File: src/sv/sgm_pca_pkg.sv
// Shared types and constants for the SGM path cost aggregation block.
// Used by every module of the block; depends on nothing.
package sgm_pca_pkg;

    localparam int MAX_DISP   = 64;
    localparam int DISP_W     = $clog2(MAX_DISP);
    localparam int CNT_W      = $clog2(MAX_DISP + 1);
    localparam int COST_W     = 16;
    localparam int GRAY_W     = 8;
    localparam int MCOST_W    = 8;
    localparam int DIVISOR_W  = GRAY_W + 1;
    localparam int DIV_STEPS  = COST_W;
    localparam int STEP_W     = $clog2(DIV_STEPS);
    localparam int FIFO_DEPTH = 2;
    localparam int FIFO_PTR_W = $clog2(FIFO_DEPTH);
    localparam int FIFO_CNT_W = $clog2(FIFO_DEPTH + 1);
    localparam int MEM_AW     = DISP_W + 1;
    localparam int APB_AW     = 4;
    localparam int APB_DW     = 32;

    localparam logic [COST_W-1:0] EDGE_COST = 16'h7FFF;
    localparam logic [COST_W-1:0] MIN_INIT  = 16'hFFFF;

    localparam logic [COST_W-1:0] RST_PENALTY_SMALL   = 16'd10;
    localparam logic [COST_W-1:0] RST_PENALTY_LARGE   = 16'd150;
    localparam logic [CNT_W-1:0]  RST_DISPARITY_COUNT = CNT_W'(MAX_DISP);

    // Register indexes (byte address bits [3:2]).
    localparam logic [1:0] REG_PENALTY_SMALL   = 2'd0;
    localparam logic [1:0] REG_PENALTY_LARGE   = 2'd1;
    localparam logic [1:0] REG_DISPARITY_COUNT = 2'd2;

    // One classified item as it travels from the front end to the back end.
    typedef struct packed {
        logic                start;
        logic                first;
        logic                last;
        logic [DISP_W-1:0]   disp;
        logic [GRAY_W-1:0]   diff;
        logic [MCOST_W-1:0]  mcost;
        logic [COST_W-1:0]   sum_in;
    } t_item;

    typedef struct packed {
        logic                 start;
        logic [COST_W-1:0]    dividend;
        logic [DIVISOR_W-1:0] divisor;
    } t_div_req;

    typedef struct packed {
        logic              busy;
        logic [COST_W-1:0] quotient;
    } t_div_rsp;

    typedef enum logic [1:0] {
        BACK_IDLE,
        BACK_FETCH,
        BACK_MIN,
        BACK_COST
    } t_back_state;

endpackage

File: src/sv/sgm_pca_front.sv
// Front end: accepts input transactions and tags each with its disparity,
// path and pixel flags and gray difference. Depends on sgm_pca_pkg.
module sgm_pca_front (
    input  logic                             i_clk,
    input  logic                             i_rst_n,
    input  logic                             i_in_valid,
    output logic                             o_in_ready,
    input  logic                             i_path_start,
    input  logic [sgm_pca_pkg::GRAY_W-1:0]   i_gray,
    input  logic [sgm_pca_pkg::MCOST_W-1:0]  i_match_cost,
    input  logic [sgm_pca_pkg::COST_W-1:0]   i_sum_in,
    input  logic [sgm_pca_pkg::CNT_W-1:0]    i_disparity_count,
    input  logic                             i_full,
    output logic                             o_push,
    output sgm_pca_pkg::t_item               o_item
);

    logic [sgm_pca_pkg::DISP_W-1:0] r_pos, n_pos;
    logic                           r_first, n_first;
    logic [sgm_pca_pkg::GRAY_W-1:0] r_prev_gray, n_prev_gray;

    logic [sgm_pca_pkg::CNT_W-1:0]  w_cnt_eff;
    logic [sgm_pca_pkg::CNT_W-1:0]  w_next_pos;
    logic [sgm_pca_pkg::DISP_W-1:0] w_disp;
    logic                           w_first;
    logic                           w_last;

    always_comb begin
        if (i_disparity_count == '0) begin
            w_cnt_eff = sgm_pca_pkg::CNT_W'(1);
        end else if (i_disparity_count > sgm_pca_pkg::CNT_W'(sgm_pca_pkg::MAX_DISP)) begin
            w_cnt_eff = sgm_pca_pkg::CNT_W'(sgm_pca_pkg::MAX_DISP);
        end else begin
            w_cnt_eff = i_disparity_count;
        end
    end

    // A path start restarts the disparity count and the first-pixel phase.
    assign w_disp     = i_path_start ? '0 : r_pos;
    assign w_first    = i_path_start ? 1'b1 : r_first;
    assign w_next_pos = sgm_pca_pkg::CNT_W'(w_disp) + sgm_pca_pkg::CNT_W'(1);
    assign w_last     = (w_next_pos >= w_cnt_eff);

    assign o_in_ready = !i_full;
    assign o_push     = i_in_valid && !i_full;

    always_comb begin
        o_item.start  = i_path_start;
        o_item.first  = w_first;
        o_item.last   = w_last;
        o_item.disp   = w_disp;
        o_item.diff   = (i_gray > r_prev_gray) ? (i_gray - r_prev_gray)
                                                : (r_prev_gray - i_gray);
        o_item.mcost  = i_match_cost;
        o_item.sum_in = i_sum_in;
    end

    always_comb begin
        n_pos       = r_pos;
        n_first     = r_first;
        n_prev_gray = r_prev_gray;
        if (o_push) begin
            if (w_last) begin
                n_pos       = '0;
                n_first     = 1'b0;
                n_prev_gray = i_gray;
            end else begin
                n_pos   = w_next_pos[sgm_pca_pkg::DISP_W-1:0];
                n_first = w_first;
            end
        end
    end

    always_ff @(posedge i_clk) begin
        if (!i_rst_n) begin
            r_pos       <= '0;
            r_first     <= 1'b1;
            r_prev_gray <= '0;
        end else begin
            r_pos       <= n_pos;
            r_first     <= n_first;
            r_prev_gray <= n_prev_gray;
        end
    end

endmodule

File: src/sv/sgm_pca_fifo.sv
// Short queue of classified items between the front and back ends.
// Depends on sgm_pca_pkg for the item type and depth.
module sgm_pca_fifo (
    input  logic               i_clk,
    input  logic               i_rst_n,
    input  logic               i_push,
    input  sgm_pca_pkg::t_item i_item,
    input  logic               i_pop,
    output sgm_pca_pkg::t_item o_head,
    output logic               o_full,
    output logic               o_empty
);

    sgm_pca_pkg::t_item r_mem [sgm_pca_pkg::FIFO_DEPTH];

    logic [sgm_pca_pkg::FIFO_PTR_W-1:0] r_wr_ptr, n_wr_ptr;
    logic [sgm_pca_pkg::FIFO_PTR_W-1:0] r_rd_ptr, n_rd_ptr;
    logic [sgm_pca_pkg::FIFO_CNT_W-1:0] r_count, n_count;

    assign o_full  = (r_count == sgm_pca_pkg::FIFO_CNT_W'(sgm_pca_pkg::FIFO_DEPTH));
    assign o_empty = (r_count == '0);
    assign o_head  = r_mem[r_rd_ptr];

    always_comb begin
        n_wr_ptr = r_wr_ptr;
        n_rd_ptr = r_rd_ptr;
        n_count  = r_count;
        if (i_push) begin
            n_wr_ptr = (r_wr_ptr == sgm_pca_pkg::FIFO_PTR_W'(sgm_pca_pkg::FIFO_DEPTH - 1))
                       ? '0 : r_wr_ptr + sgm_pca_pkg::FIFO_PTR_W'(1);
        end
        if (i_pop) begin
            n_rd_ptr = (r_rd_ptr == sgm_pca_pkg::FIFO_PTR_W'(sgm_pca_pkg::FIFO_DEPTH - 1))
                       ? '0 : r_rd_ptr + sgm_pca_pkg::FIFO_PTR_W'(1);
        end
        if (i_push && !i_pop) begin
            n_count = r_count + sgm_pca_pkg::FIFO_CNT_W'(1);
        end else if (i_pop && !i_push) begin
            n_count = r_count - sgm_pca_pkg::FIFO_CNT_W'(1);
        end
    end

    always_ff @(posedge i_clk) begin
        if (!i_rst_n) begin
            r_wr_ptr <= '0;
            r_rd_ptr <= '0;
            r_count  <= '0;
        end else begin
            r_wr_ptr <= n_wr_ptr;
            r_rd_ptr <= n_rd_ptr;
            r_count  <= n_count;
        end
    end

    always_ff @(posedge i_clk) begin
        if (i_push) begin
            r_mem[r_wr_ptr] <= i_item;
        end
    end

endmodule

File: src/sv/sgm_pca_div.sv
// Restoring divider, one quotient bit per cycle, for the large-jump penalty.
// Depends on sgm_pca_pkg for widths and request/response types.
module sgm_pca_div (
    input  logic                  i_clk,
    input  logic                  i_rst_n,
    input  sgm_pca_pkg::t_div_req i_req,
    output sgm_pca_pkg::t_div_rsp o_rsp
);

    logic                                r_busy;
    logic [sgm_pca_pkg::STEP_W-1:0]      r_step;
    logic [sgm_pca_pkg::COST_W-1:0]      r_quo;
    logic [sgm_pca_pkg::GRAY_W-1:0]      r_rem;
    logic [sgm_pca_pkg::DIVISOR_W-1:0]   r_div;

    logic [sgm_pca_pkg::DIVISOR_W-1:0]   w_rem_sh;
    logic [sgm_pca_pkg::DIVISOR_W-1:0]   w_rem_sub;
    logic                                w_ge;

    // The remainder stays below the divisor, so it fits in the gray width.
    assign w_rem_sh  = {r_rem, r_quo[sgm_pca_pkg::COST_W-1]};
    assign w_ge      = (w_rem_sh >= r_div);
    assign w_rem_sub = w_rem_sh - r_div;

    assign o_rsp.busy     = r_busy;
    assign o_rsp.quotient = r_quo;

    always_ff @(posedge i_clk) begin
        if (!i_rst_n) begin
            r_busy <= 1'b0;
            r_step <= '0;
        end else if (i_req.start) begin
            r_busy <= 1'b1;
            r_step <= '0;
        end else if (r_busy) begin
            r_step <= r_step + sgm_pca_pkg::STEP_W'(1);
            if (r_step == sgm_pca_pkg::STEP_W'(sgm_pca_pkg::DIV_STEPS - 1)) begin
                r_busy <= 1'b0;
            end
        end
    end

    always_ff @(posedge i_clk) begin
        if (i_req.start) begin
            r_quo <= i_req.dividend;
            r_rem <= '0;
            r_div <= i_req.divisor;
        end else if (r_busy) begin
            r_quo <= {r_quo[sgm_pca_pkg::COST_W-2:0], w_ge};
            r_rem <= w_ge ? w_rem_sub[sgm_pca_pkg::GRAY_W-1:0]
                          : w_rem_sh[sgm_pca_pkg::GRAY_W-1:0];
        end
    end

endmodule

File: src/sv/sgm_pca_back.sv
// Back end: fetches neighbor path costs from the ping-pong cost memory,
// runs the divider, forms the path cost and holds the output register.
// Depends on sgm_pca_pkg and sgm_pca_div.
module sgm_pca_back (
    input  logic                            i_clk,
    input  logic                            i_rst_n,
    input  sgm_pca_pkg::t_item              i_head,
    input  logic                            i_empty,
    output logic                            o_pop,
    input  logic [sgm_pca_pkg::COST_W-1:0]  i_penalty_small,
    input  logic [sgm_pca_pkg::COST_W-1:0]  i_penalty_large,
    output logic                            o_out_valid,
    input  logic                            i_out_ready,
    output logic [sgm_pca_pkg::COST_W-1:0]  o_path_cost,
    output logic [sgm_pca_pkg::COST_W-1:0]  o_sum_out,
    output logic                            o_pixel_done
);

    sgm_pca_pkg::t_back_state r_state, n_state;

    sgm_pca_pkg::t_item                r_item;
    logic [1:0]                        r_k;
    logic [sgm_pca_pkg::COST_W-1:0]    r_lo, r_mid, r_hi, r_m;
    logic [sgm_pca_pkg::COST_W-1:0]    r_prev_min, r_cur_min;
    logic                              r_bank;
    logic [sgm_pca_pkg::COST_W-1:0]    r_rd_data;
    logic                              r_out_valid;
    logic [sgm_pca_pkg::COST_W-1:0]    r_out_cost, r_out_sum;
    logic                              r_out_last;

    // Two banks: the current pixel writes one, the previous pixel is read from the other.
    logic [sgm_pca_pkg::COST_W-1:0]    r_mem [2 * sgm_pca_pkg::MAX_DISP];

    sgm_pca_pkg::t_div_req             w_div_req;
    sgm_pca_pkg::t_div_rsp             w_div_rsp;
    logic [sgm_pca_pkg::MEM_AW-1:0]    w_rd_addr;
    logic [sgm_pca_pkg::DISP_W-1:0]    w_rd_disp;
    logic                              w_fire;

    logic [sgm_pca_pkg::COST_W-1:0]    w_lo, w_hi, w_jump, w_l1, w_l3, w_l4;
    logic [sgm_pca_pkg::COST_W-1:0]    w_m12, w_m34, w_m;
    logic [sgm_pca_pkg::COST_W-1:0]    w_cost, w_sum, w_min_base, w_min_new;

    sgm_pca_div u_div (
        .i_clk   (i_clk),
        .i_rst_n (i_rst_n),
        .i_req   (w_div_req),
        .o_rsp   (w_div_rsp)
    );

    always_comb begin
        n_state = r_state;
        case (r_state)
            sgm_pca_pkg::BACK_IDLE: begin
                if (!i_empty) begin
                    n_state = i_head.first ? sgm_pca_pkg::BACK_COST : sgm_pca_pkg::BACK_FETCH;
                end
            end
            sgm_pca_pkg::BACK_FETCH: begin
                if (r_k == 2'd3 && !w_div_rsp.busy) begin
                    n_state = sgm_pca_pkg::BACK_MIN;
                end
            end
            sgm_pca_pkg::BACK_MIN: begin
                n_state = sgm_pca_pkg::BACK_COST;
            end
            sgm_pca_pkg::BACK_COST: begin
                if (w_fire) begin
                    n_state = sgm_pca_pkg::BACK_IDLE;
                end
            end
            default: begin
                n_state = sgm_pca_pkg::BACK_IDLE;
            end
        endcase
    end

    always_comb begin
        o_pop              = 1'b0;
        w_fire             = 1'b0;
        w_rd_disp          = r_item.disp + sgm_pca_pkg::DISP_W'(1);
        w_div_req.start    = 1'b0;
        w_div_req.dividend = i_penalty_large;
        w_div_req.divisor  = sgm_pca_pkg::DIVISOR_W'(i_head.diff)
                             + sgm_pca_pkg::DIVISOR_W'(1);
        case (r_state)
            sgm_pca_pkg::BACK_IDLE: begin
                o_pop           = !i_empty;
                w_div_req.start = !i_empty && !i_head.first;
            end
            sgm_pca_pkg::BACK_FETCH: begin
                case (r_k)
                    2'd0:    w_rd_disp = r_item.disp - sgm_pca_pkg::DISP_W'(1);
                    2'd1:    w_rd_disp = r_item.disp;
                    default: w_rd_disp = r_item.disp + sgm_pca_pkg::DISP_W'(1);
                endcase
            end
            sgm_pca_pkg::BACK_COST: begin
                w_fire = !r_out_valid || i_out_ready;
            end
            default: begin
            end
        endcase
    end

    assign w_rd_addr = {~r_bank, w_rd_disp};

    // Neighbors outside the disparity range read as the edge cost.
    assign w_lo   = (r_item.disp == '0) ? sgm_pca_pkg::EDGE_COST : r_lo;
    assign w_hi   = r_item.last ? sgm_pca_pkg::EDGE_COST : r_hi;
    assign w_jump = (w_div_rsp.quotient > i_penalty_small) ? w_div_rsp.quotient
                                                           : i_penalty_small;
    assign w_l1   = w_lo + i_penalty_small;
    assign w_l3   = w_hi + i_penalty_small;
    assign w_l4   = r_prev_min + w_jump;
    assign w_m12  = (w_l1 < r_mid) ? w_l1 : r_mid;
    assign w_m34  = (w_l3 < w_l4) ? w_l3 : w_l4;
    assign w_m    = (w_m12 < w_m34) ? w_m12 : w_m34;

    assign w_cost = r_item.first ? sgm_pca_pkg::COST_W'(r_item.mcost)
                  : sgm_pca_pkg::COST_W'(r_item.mcost) + r_m - r_prev_min;
    assign w_sum  = r_item.first ? r_item.sum_in : r_item.sum_in + w_cost;
    assign w_min_base = r_item.start ? sgm_pca_pkg::MIN_INIT : r_cur_min;
    assign w_min_new  = (w_cost < w_min_base) ? w_cost : w_min_base;

    always_ff @(posedge i_clk) begin
        if (!i_rst_n) begin
            r_state     <= sgm_pca_pkg::BACK_IDLE;
            r_k         <= '0;
            r_prev_min  <= '0;
            r_cur_min   <= sgm_pca_pkg::MIN_INIT;
            r_bank      <= 1'b0;
            r_out_valid <= 1'b0;
        end else begin
            r_state <= n_state;
            if (o_pop) begin
                r_k <= '0;
            end else if (r_state == sgm_pca_pkg::BACK_FETCH && r_k != 2'd3) begin
                r_k <= r_k + 2'd1;
            end
            if (w_fire) begin
                r_out_valid <= 1'b1;
                if (r_item.last) begin
                    r_prev_min <= w_min_new;
                    r_cur_min  <= sgm_pca_pkg::MIN_INIT;
                    r_bank     <= ~r_bank;
                end else begin
                    r_cur_min  <= w_min_new;
                end
            end else if (i_out_ready) begin
                r_out_valid <= 1'b0;
            end
        end
    end

    always_ff @(posedge i_clk) begin
        if (o_pop) begin
            r_item <= i_head;
        end
        if (r_state == sgm_pca_pkg::BACK_FETCH) begin
            case (r_k)
                2'd1:    r_lo  <= r_rd_data;
                2'd2:    r_mid <= r_rd_data;
                2'd3:    r_hi  <= r_rd_data;
                default: begin
                end
            endcase
        end
        if (r_state == sgm_pca_pkg::BACK_MIN) begin
            r_m <= w_m;
        end
        if (w_fire) begin
            r_out_cost <= w_cost;
            r_out_sum  <= w_sum;
            r_out_last <= r_item.last;
        end
    end

    always_ff @(posedge i_clk) begin
        r_rd_data <= r_mem[w_rd_addr];
        if (w_fire) begin
            r_mem[{r_bank, r_item.disp}] <= w_cost;
        end
    end

    assign o_out_valid  = r_out_valid;
    assign o_path_cost  = r_out_cost;
    assign o_sum_out    = r_out_sum;
    assign o_pixel_done = r_out_last;

endmodule

File: src/sv/sgm_path_cost_aggregation.sv
// SGM path cost aggregation along one scan path, one disparity per transaction.
// Input transactions carry path_start, gray, match_cost and sum_in; each yields
// one output transaction with path_cost, sum_out and pixel_done.
// Both channels use valid/ready; a transaction moves when both are high.
// Penalties and the disparity count sit in APB registers at 0x0, 0x4, 0x8;
// write them only while the block is idle.
// An item on a path's first pixel passes from the queue through the back end's
// idle and cost states into the output register; later items also pass the fetch
// and min states, where they wait on the bit-serial divider for the large-jump
// penalty. The back end takes no new item until the last result is registered.
// A two-entry queue lets the input side keep accepting while the back end works.
// Reset (synchronous, active low) loads the default register values, empties
// the queue and starts a new path; no clearing pass is needed.
// When the receiver stalls, the result holds in the output register, the back
// end waits, and input ready drops once the queue fills.
// Depends on sgm_pca_pkg, sgm_pca_front, sgm_pca_fifo and sgm_pca_back.
module sgm_path_cost_aggregation (
    input  logic                             i_clk,
    input  logic                             i_rst_n,
    input  logic                             psel,
    input  logic                             penable,
    input  logic                             pwrite,
    input  logic [sgm_pca_pkg::APB_AW-1:0]   paddr,
    input  logic [sgm_pca_pkg::APB_DW-1:0]   pwdata,
    output logic [sgm_pca_pkg::APB_DW-1:0]   prdata,
    output logic                             pready,
    input  logic                             i_in_valid,
    output logic                             o_in_ready,
    input  logic                             i_path_start,
    input  logic [sgm_pca_pkg::GRAY_W-1:0]   i_gray,
    input  logic [sgm_pca_pkg::MCOST_W-1:0]  i_match_cost,
    input  logic [sgm_pca_pkg::COST_W-1:0]   i_sum_in,
    output logic                             o_out_valid,
    input  logic                             i_out_ready,
    output logic [sgm_pca_pkg::COST_W-1:0]   o_path_cost,
    output logic [sgm_pca_pkg::COST_W-1:0]   o_sum_out,
    output logic                             o_pixel_done
);

    logic [sgm_pca_pkg::COST_W-1:0] r_penalty_small;
    logic [sgm_pca_pkg::COST_W-1:0] r_penalty_large;
    logic [sgm_pca_pkg::CNT_W-1:0]  r_disparity_count;

    logic                w_wr;
    logic [1:0]          w_reg_idx;
    logic                w_push, w_pop, w_full, w_empty;
    sgm_pca_pkg::t_item  w_item, w_head;

    assign pready    = 1'b1;
    assign w_wr      = psel && penable && pwrite;
    assign w_reg_idx = paddr[3:2];

    always_ff @(posedge i_clk) begin
        if (!i_rst_n) begin
            r_penalty_small   <= sgm_pca_pkg::RST_PENALTY_SMALL;
            r_penalty_large   <= sgm_pca_pkg::RST_PENALTY_LARGE;
            r_disparity_count <= sgm_pca_pkg::RST_DISPARITY_COUNT;
        end else if (w_wr) begin
            case (w_reg_idx)
                sgm_pca_pkg::REG_PENALTY_SMALL:
                    r_penalty_small <= pwdata[sgm_pca_pkg::COST_W-1:0];
                sgm_pca_pkg::REG_PENALTY_LARGE:
                    r_penalty_large <= pwdata[sgm_pca_pkg::COST_W-1:0];
                sgm_pca_pkg::REG_DISPARITY_COUNT:
                    r_disparity_count <= pwdata[sgm_pca_pkg::CNT_W-1:0];
                default: begin
                end
            endcase
        end
    end

    always_comb begin
        case (w_reg_idx)
            sgm_pca_pkg::REG_PENALTY_SMALL:
                prdata = sgm_pca_pkg::APB_DW'(r_penalty_small);
            sgm_pca_pkg::REG_PENALTY_LARGE:
                prdata = sgm_pca_pkg::APB_DW'(r_penalty_large);
            sgm_pca_pkg::REG_DISPARITY_COUNT:
                prdata = sgm_pca_pkg::APB_DW'(r_disparity_count);
            default:
                prdata = '0;
        endcase
    end

    sgm_pca_front u_front (
        .i_clk             (i_clk),
        .i_rst_n           (i_rst_n),
        .i_in_valid        (i_in_valid),
        .o_in_ready        (o_in_ready),
        .i_path_start      (i_path_start),
        .i_gray            (i_gray),
        .i_match_cost      (i_match_cost),
        .i_sum_in          (i_sum_in),
        .i_disparity_count (r_disparity_count),
        .i_full            (w_full),
        .o_push            (w_push),
        .o_item            (w_item)
    );

    sgm_pca_fifo u_fifo (
        .i_clk   (i_clk),
        .i_rst_n (i_rst_n),
        .i_push  (w_push),
        .i_item  (w_item),
        .i_pop   (w_pop),
        .o_head  (w_head),
        .o_full  (w_full),
        .o_empty (w_empty)
    );

    sgm_pca_back u_back (
        .i_clk           (i_clk),
        .i_rst_n         (i_rst_n),
        .i_head          (w_head),
        .i_empty         (w_empty),
        .o_pop           (w_pop),
        .i_penalty_small (r_penalty_small),
        .i_penalty_large (r_penalty_large),
        .o_out_valid     (o_out_valid),
        .i_out_ready     (i_out_ready),
        .o_path_cost     (o_path_cost),
        .o_sum_out       (o_sum_out),
        .o_pixel_done    (o_pixel_done)
    );

`ifndef SYNTHESIS
    // The back end never takes an item from an empty queue.
    a_pop_not_empty: assert property (@(posedge i_clk) disable iff (!i_rst_n)
        w_pop |-> !w_empty)
        else $error("item taken from an empty queue");

    // Input ready can only drop after a transaction has been queued.
    a_ready_fall: assert property (@(posedge i_clk) disable iff (!i_rst_n)
        $fell(o_in_ready) |-> $past(w_push))
        else $error("input ready dropped without a queued transaction");

    // A freshly loaded result follows an item taken from the queue earlier.
    a_out_after_pop: assert property (@(posedge i_clk) disable iff (!i_rst_n)
        (!o_out_valid ##1 o_out_valid) |-> !$past(w_pop))
        else $error("result loaded in the same cycle an item was taken");
`endif

endmodule

File: config.mk
export PLATFORM = sky130hd
export DESIGN_NAME = sgm_path_cost_aggregation
export DESIGN_NICKNAME = d
export VERILOG_FILES = /design/src/sv/sgm_pca_pkg.sv /design/src/sv/sgm_pca_front.sv /design/src/sv/sgm_pca_fifo.sv /design/src/sv/sgm_pca_div.sv /design/src/sv/sgm_pca_back.sv /design/src/sv/sgm_path_cost_aggregation.sv
export SDC_FILE = /design/constraint.sdc
export NUM_CORES = 2
export LEC_CHECK = 0
export BUFFER_PORTS_ARGS = -buffer_cell sky130_fd_sc_hd__buf_2
export CAP_MARGIN = 15
export CORE_MARGIN = 5
export CORE_UTILIZATION = 68
export DETAILED_ROUTE_END_ITERATION = 10
export HOLD_SLACK_MARGIN = 0.05
export PLACE_DENSITY = 0.85
export RECOVER_POWER = 100
export SYNTH_ARGS = -nofsm -noshare
export SYNTH_HDL_FRONTEND = slang
export SYNTH_SLANG_ARGS = --single-unit
File: constraint.sdc
create_clock -name i_clk -period 30.8 [get_ports i_clk]
set_input_delay 4.62 -clock i_clk [delete_from_list [all_inputs] [get_ports i_clk]]
set_output_delay 4.62 -clock i_clk [all_outputs]
set_load 0.03 [all_outputs]
==> impl_metrics.tcl <==
set metrics [dict create \
    outcome "finished with violations" \
    failed_checks "max-capacitance violations, max-slew violations" \
    r2r_start "u_back.r_k[1]" \
    tritoncts "yes" \
    wire_per_inst_um 33.7 \
    crit_arrival_ns 17.78 \
    grt_max_degree 132 \
    first_pass_iters 7 \
    hold_path_depth 0 \
    drt_iter0_drc 9017 \
    power.leakage_nw 36.4 \
    worst-setup-path-type "flip-flop to flip-flop" \
    fillers 7710 \
    clkTransAtPathRegs_ns 0.07 \
    hold_viol 0 \
    power_density_mw_per_mm2 99.8 \
    finalSetupViolCount 0 \
    fp-row-count 141 \
    fin_area_mm2 0.110 \
    dieArea_mm2 0.156 \
    worst_pin_slew_ns 5.08 \
    yosysSeqAreaShare_pct 70.6 \
    drv_slew 2907 \
    yosysWarnings 0 \
    cts_resized 0 \
    period_minus_slack_ns 17.05 \
    syn_area_mm2 0.101 \
    synthToLayoutAreaGrowth_pct 9.51 \
    seqCellArea_mm2 0.0711 \
    hp-start "u_back.r_rd_data[0]" \
    insertion_delay_ns 0.88 \
    endpoint_kind "flip-flop" \
    fmax_mhz 58.7 \
    netlist_instances 5737 \
    synthFlopType "edfxtp_1" \
    post_cts_buffers 0 \
    boundaryPins 144 \
    cts_buffer_depth 3 \
    vias 58583 \
    grt_pass1_wl_um 395000 \
    layout_common_cells "edfxtp_1 (2285), mux4_2 (528), nand2_1 (476)" \
    clock-sinks 2411 \
    startpoint_type "flip-flop" \
    hold_path.class "flip-flop to flip-flop" \
    place_congestion 0.871 \
    crit_path_max_fanout 100 \
    overflow 0 \
    synth_cell_type_count 81 \
    vias_per_cell 7.23 \
    die_x_um 395 \
    postRouteAntennaNets 0 \
    min_period_over_period_pct 55.3 \
    synth_edf_count 2285 \
    drc 0 \
    die_h_um 395 \
    grtUsageTotal_pct 34.8 \
    r2r-end "u_back.r_rd_data[14]" \
    numPortBuffers 108 \
    finClkSkew_ns 0.0632 \
    start_util_pct 68.3 \
    antenna_found_initial 15 \
    critPathRequiredTime_ns 31.54 \
    placed_area_mm2 0.104 \
    drt-total-wl_um 273000 \
    synth-seq-cells 2411 \
    core_area_mm2 0.147 \
    min_to "u_back.r_mid[0]" \
    cts-root-buf "clkbuf_16" \
    final_common_cell "edfxtp_1" \
    cts_buffers 219 \
    setup_tns_ns 0 \
    max-slew-margin-rel_pct -242 \
    r2r_cells 17 \
    reg2reg_slack_ns 13.75 \
    cts-htree-levels 4 \
    cap_violations 62 \
    ir_drop_uv 132 \
    hpwlAfterDp_um 143000 \
    synth-async-reset-ratio_pct 0 \
    grt_pass1_vias 58271 \
    grt_setup_unrepaired "false" \
    avgSynthCellArea_um2 17.6 \
    hold_buffers 0 \
    layout-drive-gt1-share_pct 16.7 \
    nets 6271 \
    multiInputGateArea_mm2 0.0273 \
]
==> metal layers <==
layer	vias up	part of all wire [%]	global-route usage (%)
met2	5212	48	56.6
met5	-	0.096	0.339
met1	29114	32	44.9
met4	12	6.8	18.3
li1	23112	-	-
met3	1133	12	7.63
==> stage by stage <==
stage	cells	setup slack [ns]	total power [mW]	utilization [%]	hold WS, ns
after floorplan	5752	13.90	6.72	-	0.421
after global placement	7679	20.12	7.81	70.3	0.429
after detailed placement	7679	20.08	7.94	70.3	0.448
after CTS	8089	20.08	10.9	75.3	0.457
after global routing	8095	11.58	11.3	74.8	0.480
final	8106	13.75	11.0	74.8	0.463
==> where the power goes <==
part	internal (mW)	switching, mW	total [mW]
Sequential	3.96	0.0575	4.02
Clock	1.56	1.24	2.81
Combinational	1.45	2.74	4.19
==> how the worst max path moves through the flow <==
stage,from,to,slack (ns),cells past startpoint
finish,u_back.r_k[1],u_back.r_rd_data[14],13.75,17
global route,u_back.r_k[1],u_back.r_rd_data[12],11.58,18
CTS,paddr[2],prdata[1],20.08,5
detailed placement,paddr[2],prdata[3],20.08,5
global placement,paddr[2],prdata[4],20.12,5
floorplan,u_back.r_prev_min[2],u_back.r_prev_min[13],13.90,17
==> cells by family after synthesis <==
| kind of cell | synth area share, % |
|---|---|
| buf+inv | 2.48 |
| fa+ha+maj | 2.85 |
| simple gates | 4.88 |
| flops | 70.6 |
| xor+xnor | 0.826 |
| mux | 13.3 |
| compound gates | 5.06 |
| other cells | 0.00745 |
==> worst max-delay path, cell delays in order (launching register included) <==
cell	delay, ns
dfxtp_1	0.33
inv_1	0.11
ha_1	0.39
and2_0	1.24
nand3_1	0.31
o21ai_4	0.12
clkbuf_1	2.62
buf_12	0.58
buf_12	0.51
clkbuf_1	2.53
clkbuf_1	2.28
clkbuf_1	2.69
mux4_2	0.77
a211oi_1	0.82
a311oi_1	0.14
a21oi_1	0.57
mux4_2	0.46
inv_1	0.05
==> synth_stat cells, types with 11 or more instances <==
cell type / instances / area share, %
edfxtp_1: 2285 / 68
mux4_2: 528 / 12
nand2_1: 476 / 1.8
nor2_1: 261 / 0.97
ha_1: 205 / 2.5
inv_1: 176 / 0.66
a21oi_1: 163 / 0.81
a211oi_1: 145 / 1.1
clkbuf_1: 144 / 0.54
and2_1: 139 / 0.86
dfxtp_1: 126 / 2.5
o21ai_0: 97 / 0.48
buf_2: 72 / 0.36
mux2i_1: 71 / 0.71
mux2_2: 70 / 0.78
a31oi_1: 68 / 0.42
a311oi_1: 65 / 0.56
xnor2_1: 57 / 0.50
nand3_1: 47 / 0.23
a21boi_0: 46 / 0.34
a21o_1: 46 / 0.34
buf_4: 46 / 0.34
nor2b_1: 41 / 0.25
xor2_1: 38 / 0.33
o21a_1: 32 / 0.24
nand2b_1: 31 / 0.19
nor3_1: 28 / 0.14
or2_2: 23 / 0.14
buf_6: 22 / 0.25
nand4_1: 19 / 0.12
fa_1: 15 / 0.30
buf_8: 13 / 0.19
o211ai_1: 13 / 0.097
and3_1: 11 / 0.068
==> registers in the layout (all words and copies together) (netlist names), 16 cells and up, named ones only <==
| register | flops |
|---|---|
| u_fifo.r_mem | 82 |
| u_back.r_item | 33 |
| u_back.r_rd_data | 16 |
| r_penalty_large | 16 |
| u_back.r_m | 16 |
| u_back.r_mid | 16 |
| u_back.r_lo | 16 |
| u_back.r_prev_min | 16 |
| u_back.u_div.r_quo | 16 |
| r_penalty_small | 16 |
| u_back.r_cur_min | 16 |
| u_back.r_mem | 2048 |
| u_back.o_sum_out | 16 |
| u_back.o_path_cost | 16 |
| u_back.r_hi | 16 |
==> final cells by class <==
type | count | area share (%)
Sequential cell | 2411 | 64.5
Multi-Input combinational cell | 2854 | 24.7
Clock buffer | 266 | 5.25
Tap cell | 1930 | 2.19
Clock inverter | 144 | 1.41
Timing Repair Buffer | 310 | 1.30
Inverter | 179 | 0.614
Antenna cell | 12 | 0.0272
Power figures use the tool's default switching activity.
